**src/rtl/rct_pkg.sv**
```systemverilog
// Shared types and constants for the relative compare timer.
// No dependencies; compiled first.
package rct_pkg;

    localparam int DATA_W          = 32;
    localparam int REQ_W           = 3;
    localparam int COUNT_WIDTH_DEF = 32;

    typedef enum logic [REQ_W-1:0] {
        REQ_TICK     = 3'd0,
        REQ_SCHEDULE = 3'd1,
        REQ_CANCEL   = 3'd2,
        REQ_RESET    = 3'd3,
        REQ_READ     = 3'd4
    } t_req_kind;

    typedef struct packed {
        logic [REQ_W-1:0]  req_type;
        logic [DATA_W-1:0] delay_ticks;
    } t_req_item;

    typedef struct packed {
        logic              fire;
        logic              was_late;
        logic [DATA_W-1:0] counter_value;
        logic [DATA_W-1:0] late_total;
        logic [DATA_W-1:0] late_amount;
    } t_rsp_item;

endpackage

```
**src/rtl/rct_stream_if.sv**
```systemverilog
// Valid/ready stream interface carrying one payload beat per handshake.
// Payload type set by the instantiating level, normally from rct_pkg.
interface rct_stream_if #(
    parameter type T = logic
);
    logic valid;
    logic ready;
    T     payload;

    modport source (output valid, output payload, input ready);
    modport sink   (input valid, input payload, output ready);
endinterface

```
**src/rtl/relative_compare_timer.sv**
```systemverilog
// Relative compare timer: wrapping tick counter with a drift-free one-shot compare.
// Depends on rct_pkg and rct_stream_if.
//
// Usage:
//   i_req carries request beats (req_type, delay_ticks); o_rsp carries exactly one
//   response beat per request (fire, was_late, counter_value, late_total,
//   late_amount), in request order.
//   A request is captured in an input register, evaluated against the timer
//   state by combinational adds and compares, and written to the response
//   register. Throughput is one beat per cycle while the receiver does not stall;
//   the timer state registers are updated once per beat, so each request sees
//   the state left by the one before.
//   When the receiver stalls, the response register holds its beat and the
//   input register holds one more request; i_req.ready drops only when both
//   are full, and rises again in the same cycle that o_rsp.ready returns.
//   Reset (i_rst_n low, synchronous) clears the counter, base, compare point,
//   late statistics and both valid flags.
//   req_type codes above read behave as read.
module relative_compare_timer #(
    parameter int COUNT_WIDTH = rct_pkg::COUNT_WIDTH_DEF
) (
    input  logic         i_clk,
    input  logic         i_rst_n,
    rct_stream_if.sink   i_req,
    rct_stream_if.source o_rsp
);
    import rct_pkg::*;

    logic                   r_in_valid;
    t_req_item              r_in;
    logic                   r_out_valid;
    t_rsp_item              r_out;

    logic [COUNT_WIDTH-1:0] r_tick,  n_tick;
    logic [COUNT_WIDTH-1:0] r_base,  n_base;
    logic [COUNT_WIDTH-1:0] r_cmp,   n_cmp;
    logic                   r_base_valid, n_base_valid;
    logic                   r_armed, n_armed;
    logic [DATA_W-1:0]      r_late_cnt, n_late_cnt;
    logic [COUNT_WIDTH-1:0] r_late_by, n_late_by;

    logic                   w_advance;
    logic                   w_in_ready;
    logic [COUNT_WIDTH-1:0] w_delay;
    logic [COUNT_WIDTH-1:0] w_base;
    logic [COUNT_WIDTH-1:0] w_elapsed;
    logic [COUNT_WIDTH-1:0] w_tick_inc;
    logic [COUNT_WIDTH-1:0] w_target;
    t_rsp_item              n_out;

    assign w_advance   = r_in_valid && (!r_out_valid || o_rsp.ready);
    assign w_in_ready  = !r_in_valid || w_advance;
    assign i_req.ready = w_in_ready;
    assign o_rsp.valid = r_out_valid;
    assign o_rsp.payload = r_out;

    assign w_delay    = COUNT_WIDTH'(r_in.delay_ticks);
    assign w_base     = r_base_valid ? r_base : r_tick;
    assign w_elapsed  = r_tick - w_base;
    assign w_tick_inc = r_tick + COUNT_WIDTH'(1);
    assign w_target   = w_base + w_delay + COUNT_WIDTH'(1);

    always_comb begin
        n_tick       = r_tick;
        n_base       = r_base;
        n_cmp        = r_cmp;
        n_base_valid = r_base_valid;
        n_armed      = r_armed;
        n_late_cnt   = r_late_cnt;
        n_late_by    = r_late_by;
        n_out.fire     = 1'b0;
        n_out.was_late = 1'b0;
        case (r_in.req_type)
            REQ_TICK: begin
                n_tick = w_tick_inc;
                if (r_armed && w_tick_inc == r_cmp) begin
                    n_out.fire = 1'b1;
                    n_armed    = 1'b0;
                end
            end
            REQ_SCHEDULE: begin
                n_base_valid = 1'b1;
                if (w_delay < w_elapsed) begin
                    n_late_cnt     = r_late_cnt + DATA_W'(1);
                    n_late_by      = w_elapsed;
                    n_base         = r_tick;
                    n_armed        = 1'b0;
                    n_out.fire     = 1'b1;
                    n_out.was_late = 1'b1;
                end else begin
                    n_cmp   = w_target;
                    n_base  = w_target;
                    n_armed = 1'b1;
                end
            end
            REQ_CANCEL: begin
                n_armed = 1'b0;
            end
            REQ_RESET: begin
                n_base_valid = 1'b0;
                n_base       = '0;
            end
            default: begin
            end
        endcase
        n_out.counter_value = DATA_W'(n_tick);
        n_out.late_total    = n_late_cnt;
        n_out.late_amount   = DATA_W'(n_late_by);
    end

    always_ff @(posedge i_clk) begin
        if (!i_rst_n) begin
            r_in_valid   <= 1'b0;
            r_out_valid  <= 1'b0;
            r_tick       <= '0;
            r_base       <= '0;
            r_cmp        <= '0;
            r_base_valid <= 1'b0;
            r_armed      <= 1'b0;
            r_late_cnt   <= '0;
            r_late_by    <= '0;
        end else begin
            if (w_in_ready) begin
                r_in_valid <= i_req.valid;
            end
            if (w_advance) begin
                r_out_valid  <= 1'b1;
                r_tick       <= n_tick;
                r_base       <= n_base;
                r_cmp        <= n_cmp;
                r_base_valid <= n_base_valid;
                r_armed      <= n_armed;
                r_late_cnt   <= n_late_cnt;
                r_late_by    <= n_late_by;
            end else if (o_rsp.ready) begin
                r_out_valid <= 1'b0;
            end
        end
    end

    always_ff @(posedge i_clk) begin
        if (w_in_ready && i_req.valid) begin
            r_in <= i_req.payload;
        end
        if (w_advance) begin
            r_out <= n_out;
        end
    end

endmodule

```
**src/flat_wrapper.sv**
```systemverilog
// flat-port wrapper written by rule: the top's interface ports become plain ports
module relative_compare_timer_flat import rct_pkg::*;
#(
    parameter int COUNT_WIDTH = rct_pkg::COUNT_WIDTH_DEF
)
  (i_clk, i_rst_n, i_req_valid, i_req_payload, i_req_ready, o_rsp_valid, o_rsp_payload, o_rsp_ready);
  rct_stream_if #(.T(t_req_item)) i_req_i ();
  rct_stream_if #(.T(t_rsp_item)) o_rsp_i ();
  input  logic i_clk;
  input  logic i_rst_n;
  input wire logic [$bits(i_req_i.valid)-1:0] i_req_valid;
  input wire logic [$bits(i_req_i.payload)-1:0] i_req_payload;
  output wire logic [$bits(i_req_i.ready)-1:0] i_req_ready;
  output wire logic [$bits(o_rsp_i.valid)-1:0] o_rsp_valid;
  output wire logic [$bits(o_rsp_i.payload)-1:0] o_rsp_payload;
  input wire logic [$bits(o_rsp_i.ready)-1:0] o_rsp_ready;
  assign i_req_i.valid = i_req_valid;
  assign i_req_i.payload = i_req_payload;
  assign i_req_ready = i_req_i.ready;
  assign o_rsp_valid = o_rsp_i.valid;
  assign o_rsp_payload = o_rsp_i.payload;
  assign o_rsp_i.ready = o_rsp_ready;
  relative_compare_timer #(.COUNT_WIDTH(COUNT_WIDTH)) u_core (.i_clk(i_clk), .i_rst_n(i_rst_n), .i_req(i_req_i), .o_rsp(o_rsp_i));
endmodule
```
**config.mk**
```make
export PLATFORM = sky130hd
export DESIGN_NAME = relative_compare_timer_flat
export DESIGN_NICKNAME = d
export VERILOG_FILES = /design/src/rtl/rct_pkg.sv /design/src/rtl/rct_stream_if.sv /design/src/rtl/relative_compare_timer.sv /design/src/flat_wrapper.sv
export SDC_FILE = /design/constraint.sdc
export NUM_CORES = 1
export LEC_CHECK = 0
export BUFFER_PORTS_ARGS = -buffer_cell sky130_fd_sc_hd__buf_2
export CAP_MARGIN = 5
export CELL_PAD_IN_SITES_DETAIL_PLACEMENT = 1
export CELL_PAD_IN_SITES_GLOBAL_PLACEMENT = 1
export CORE_UTILIZATION = 42
export CTS_CLUSTER_DIAMETER = 30
export CTS_CLUSTER_SIZE = 20
export DETAILED_ROUTE_END_ITERATION = 8
export PLACE_DENSITY = 0.87
export SLEW_MARGIN = 20
export SYNTH_ARGS = -nofsm -noshare
export SYNTH_HDL_FRONTEND = slang
export SYNTH_SLANG_ARGS = --single-unit
```
**constraint.sdc**
```tcl
create_clock -name i_clk -period 5.2 [get_ports i_clk]
set_input_delay 1.04 -clock i_clk [delete_from_list [all_inputs] [get_ports i_clk]]
set_output_delay 1.04 -clock i_clk [all_outputs]
set_load 0.02 [all_outputs]
```
# After elaboration in Yosys (flattened, before gate mapping)
# Cells that the tools add are included.
# classes
n_eq_ne	5
add_sub_neg	5
n_reduce_logical	14
n_mux	17
n_lt_le_gt_ge	1
n_bitwise	1
# ops
cell	n
32-bit 2-to-1 mux	7
32-bit by 1-bit adder with 32-bit output, second input constant	3
32-bit case mux with 2 select lines	1
32-bit adder	1
32-bit equality test	1
32-bit < comparator	1
32-bit subtractor	1
3-bit by 2-bit equality test with 1-bit output, second input constant	2
3-bit AND reduction	2
1-bit 2-to-1 mux	5
1-bit case mux with 2 select lines	2
2-bit nonzero test	2
3-bit by 1-bit equality test with 1-bit output, second input constant	1
1-bit logical AND	3
3-bit zero test	1
1-bit case mux with 3 select lines	1
3-bit nonzero test	1
1-bit zero test	2
1-bit logical OR	2
2-bit 2-to-1 mux	1
2-bit by 1-bit inequality test with 1-bit output, second input constant	1
2-bit AND reduction	1
1-bit NOT	1
# word_totals
output_inout_bits	100
wordCells	59
inputBits	39
register_bits	297

# Logic depth before layout (Yosys ltp)
# logic_depth
ltp_word	5
depth_mapped	29
ltp_nobuf	25

# Worst setup path after synthesis
# OpenSTA, ideal clock, no wires.
# synth_timing
path_kind	reg-to-reg
startpoint	register u_core.r_base_valid
endpoint	register u_core.r_base[22]
setup_slack_ns	-0.581
setup_ns	0.060
arrival_ns	5.721
stages_incl_launch_ff	24
required_ns	5.140
n_path_buf	4
cell_sequence	dfxtp_1 -> buf_1 -> clkbuf_1 -> mux2i_1 -> ha_1 -> clkbuf_1 -> a21oi_1 -> o21a_1 -> nand2_1 -> a2111oi_0 -> o31ai_1 -> a221oi_1 -> xor2_1 -> ha_1 -> nand3_1 -> nor3_1 -> o211ai_1 -> a41o_1 -> and2_1 -> clkbuf_1 -> nor3_1 -> nand2_1 -> or3_1 -> nand2_1
# synth_via
elab_chain_cells	5
elab_cells_between_ends	7
classes_between	add/sub (3); order compare (1); mux (3)
# synth_rtl
element	line	text
start, declared	relative_compare_timer.sv:37	logic r_base_valid, n_base_valid;
start signal, assigned	relative_compare_timer.sv:131	r_base_valid <= n_base_valid;
32-bit 2-to-1 mux (*)	relative_compare_timer.sv:58	assign w_base = r_base_valid ? r_base : r_tick;
32-bit adder / 32-bit subtractor (equally long branches)	relative_compare_timer.sv:61, relative_compare_timer.sv:59	
32-bit by 1-bit adder with 32-bit output / 32-bit < comparator (equally long branches)	relative_compare_timer.sv:61, relative_compare_timer.sv:83	
32-bit 2-to-1 mux (*)	relative_compare_timer.sv:83	if (w_delay < w_elapsed) begin
32-bit case mux with 2 select lines (*)	relative_compare_timer.sv:73	case (r_in.req_type)
end signal, assigned	relative_compare_timer.sv:129	r_base <= n_base;
end, declared	relative_compare_timer.sv:35	logic [COUNT_WIDTH-1:0] r_base, n_base;
# Every way passes the cells marked *; elsewhere a longest branch is shown, timed or not.
# A chain may end at the register's enable or synchronous reset.

# Worst setup path in the final report
# layout_timing
startpoint	register u_core.r_base_valid
endpoint	register u_core.r_out (netlist bit u_core.o_rsp.payload[12]), data pin
# layout_via
elab_chain_cells	5
# layout_rtl
element	line	text
32-bit 2-to-1 mux (*)	relative_compare_timer.sv:58	
32-bit subtractor (*)	relative_compare_timer.sv:59	assign w_elapsed = r_tick - w_base;
32-bit < comparator	relative_compare_timer.sv:83	
32-bit 2-to-1 mux (*)	relative_compare_timer.sv:83	
32-bit 2-to-1 mux (*)	relative_compare_timer.sv:73	
via u_core.n_late_by[12]	relative_compare_timer.sv:40	logic [COUNT_WIDTH-1:0] r_late_by, n_late_by;
end signal, assigned	relative_compare_timer.sv:146	r_out <= n_out;
end, declared	relative_compare_timer.sv:32	t_rsp_item r_out;
# Mark *: on every way through the listed nets, which the timed path passes. The rest lies on a longest branch.

==> results by group <==
Pwr
  • Switching part of the total: 24.36%
  • Clock power frac: 59.3%
  • Leakage: 0.008945 uW
  • Net Sw Power: 1799 uW
  • Flop pwr share: 34.5%
  • Power Dens Cells: 330.9 nW/um^2
  • Comb pwr share: 6.2%
  • Int Pwr: 5587 uW
  • Maximum vdd drop: 0.2648 mV

Drt
  • Drt drc: 0
  • Final wirelength: 67.20 mm
  • Drt wl/cell: 24.60 um
  • Initial DRC Count: 1479
  • Vias: 16610
  • Antenna violation net count after detailed routing: 0
  • Routed vias/inst: 6.080
  • TritonRoute pass-1 iters: 5

Cells and area
  • Synth-to-Final Area Change: 30.32%
  • Post-Layout Cell Count: 2732
  • Share of cells above drive strength 1: 23.84%
  • Core Util, Final: 55.79%
  • Final nets: 2286
  • Layout filler cell count: 4480

Logic synthesis
  • Cell variety after synth: 77
  • Post-synthesis sequential area ratio: 42.49%
  • Number of synthesized flops with an enable pin: 133
  • Yosys reg bits: 297
  • Yosys warning count: 0
  • Top-area cell type share of the netlist area: 23.32%
  • Post-synthesis instance total: 1901
  • Mapped Area: 17130 um^2
  • Post-Syn Area per Cell: 9.010 um^2
  • Asr flop ratio synth: 0%
  • Syn nets: 2037
  • Most numerous cell in the Yosys netlist: nand2_1
  • Synth Flop Type: dfxtp_1
  • Synth cell count leaders: nand2_1, dfxtp_1, nor2_1
  • Post-synth top area cell: edfxtp_1
  • Synth area leaders: edfxtp_1, dfxtp_1, ha_1

CTS
  • Number of clock sinks: 297
  • CTS tree: done
  • CTS root buffer: clkbuf_16
  • Reg clk slew, reported paths: 0.06 ns
  • Clock tree buffer depth: 3
  • CTS H-Tree Depth: 3
  • CTS Buf Count: 69
  • Clk Latency, worst-skew pair: 0.59 ns

Setup path
  • Critical Path AT: 5.92 ns
  • Most used cell, CP: buf_4
  • Critical path required time: 5.57 ns
  • Worst path slowest cell: dfxtp_4
  • Slack of the worst reg-to-reg path: -0.35 ns
  • Crit Path Max Fanout: 19
  • CP cell instances: buf_12 > mux2i_1 > ha_1 > a21oi_2 > a21boi_2 > buf_4 > a211oi_1 > buf_4 > a21oi_1 > nor2_1 > xnor2_1 > inv_1 > ha_1 > a41oi_2 > o21ai_2 > buf_4 > o211ai_1 > a41o_1 > buf_4 > nand3_4 > buf_8 > buf_12 > clkbuf_16 > o21ai_0
  • Worst path max stage delay: 0.40 ns
  • Family with the most delay on the worst path: compound AO/OA/AOI/OAI gates
  • WS Path Type: register to register
  • Worst setup EP type: register
  • WP buf/inv: 9
  • Worst setup SP type: register

GRT
  • Initial antenna violation count: 1
  • Largest net degree at the start of global routing: 105
  • First-pass GRT wire length: 93.58 mm
  • Vias in the first global route: 16850
  • Tot GR Track Use: 28.91%
  • Grt total ovfl: 0

Floorplanning
  • Boundary Pins: 139
  • DIE AREA: 41590 um^2
  • Core area: 40010 um^2
  • Starting Density: 42.81%
  • Site Rows: 73
  • Die height: 203.9 um
  • DIE WIDTH: 203.9 um

Min path
  • Min-delay worst type: register to register

Timing
  • Slew HR: 18.80%
  • Final setup vio count: 179
  • RSZ-0062 raised after global routing: yes
  • Min cycle time layout: 5.553 ns
  • Worst-margin pin slew: 1.215 ns
  • Crit share post-route: 106.8%
  • Final hold vios: 0
  • Fmax: 0.1801 GHz
  • Worst Clk Skew: 0.03330 ns
  • Final count of pins violating max slew: 0
  • PnR worst setup slack: -0.3533 ns

Placed design
  • Port-buffer cells: 138
  • Placed Cells incl. Taps: 2579
  • Hpwl dp: 41.01 mm
  • Routability cong.: 1.012

Run status
  • Failing checks: setup timing
  • Status: finished, violations left

Flow run
  • Maxcap violations: 0
flip-flops by register name, summed over array words and instances (netlist names):
register / count
u_core.r_tick: 32
u_core.o_rsp.payload: 98
u_core.w_delay: 32
u_core.r_late_by: 32
u_core.r_cmp: 32
u_core.r_base: 32
u_core.r_in: 3
u_core.r_armed: 1
u_core.o_rsp.valid: 1
u_core.r_in_valid: 1
u_core.r_base_valid: 1
u_core.r_late_cnt: 32
tightest hold or removal path, stage by stage, from the launching register on:
cell and delay (ns):
dfxtp_1 0.30, nand2_1 0.05, a21oi_1 0.05
cell usage in the layout (no fill, tap or decap), types with 14 or more instances in the layout:
cell       synthesis  layout
nand2_1          253     248
dfxtp_1          164     163
nor2_1           162     154
buf_2              6     138
buf_4              3     133
edfxtp_1         133     133
a21oi_1          127     115
xnor2_1          109     107
o21ai_0          103      93
xor2_1            88      86
ha_1              95      82
clkbuf_16          0      75
inv_1             68      68
nand3_1           48      42
nor3_1            49      41
mux2i_1           47      30
o21ai_1           20      28
or3_1             24      24
a21o_1            23      23
nand4_1           22      22
and2_1            20      18
clkbuf_1          97      17
o21a_1            17      15
and3_1            15      14
mux2i_2            0      14
power groups by stage:
stage               sequential, uW  clock, uW  combinational, uW
CTS                           2540       4410                414
global placement              2580          0                384
detailed placement            2580          0                402
finish                        2550       4380                457
global route                  2550       4540                485
floorplan                     2620          0                201
path summary, 6_finish.rpt:
path | from | to | cells after the start
min | u_core.r_late_by[1]$_SDFFE_PN0P_ | u_core.r_late_by[1]$_SDFFE_PN0P_ | 2
max | u_core.r_base_valid$_SDFFE_PN0P_ | u_core.o_rsp.payload[12]$_DFFE_PP_ | 24
min reg2reg | u_core.r_late_by[1]$_SDFFE_PN0P_ | u_core.r_late_by[1]$_SDFFE_PN0P_ | 2
max reg2reg | u_core.r_base_valid$_SDFFE_PN0P_ | u_core.o_rsp.payload[12]$_DFFE_PP_ | 24
per-stage QoR:
stage               setup slack [ns]  total power [uW]  area (um^2)  TNS (ns)  hold WS [ns]
global placement            0.007978              2967        19090         0        0.4331
finish                       -0.3533              7386        22320    -24.11        0.4611
CTS                         -0.01678              7363        21560  -0.02869        0.4544
global route                 -0.5990              7571        22320    -74.90        0.4902
floorplan                   -0.03163              2817        17140   -0.1110        0.4248
detailed placement           -0.3427              2986        19090    -24.00        0.4471
per-layer routing:
layer,global-route usage [%],up-vias,share of wire [%]
li1,-,7249,-
met1,34.36,8246,39
met2,49.03,833,48
met3,6.170,281,6.7
met4,14.90,2,5.6
met5,0,-,0.016
repair_timing:
| item | 4_1_cts | 5_1_grt |
|---|---|---|
| hold buffers | 0 | 0 |
| cloned | 0 | 3 |
| gates resized for setup | 32 | 108 |
| buffers inserted | 2 | 20 |
| pin swaps | 10 | 44 |
| setup endpoints to repair | 189 | 193 |
area by class of cell:
cell class,count,area (um^2),share of cell area [%]
well taps,525,656.9,2.943
clock inverters,34,397.9,1.783
clock buffers,93,1932,8.655
multi-input cells,1422,9793,43.88
repair buffers,287,1979,8.868
inverters,73,277.8,1.244
diodes,1,2.502,0.01121
flip-flops and latches,297,7281,32.62
logic make-up after synthesis:
group,count (synthesis),share of synthesized area (%)
AO/OA/AOI/OAI,417,15.09
AND/OR/NAND/NOR,658,17.89
XOR/XNOR,197,10.07
multiplexers,53,3.141
flip-flops,297,42.49
buffers and inverters,182,4.142
adder cells (fa/ha/maj),97,7.174
No activity file was read; power rests on OpenSTA's default activity.
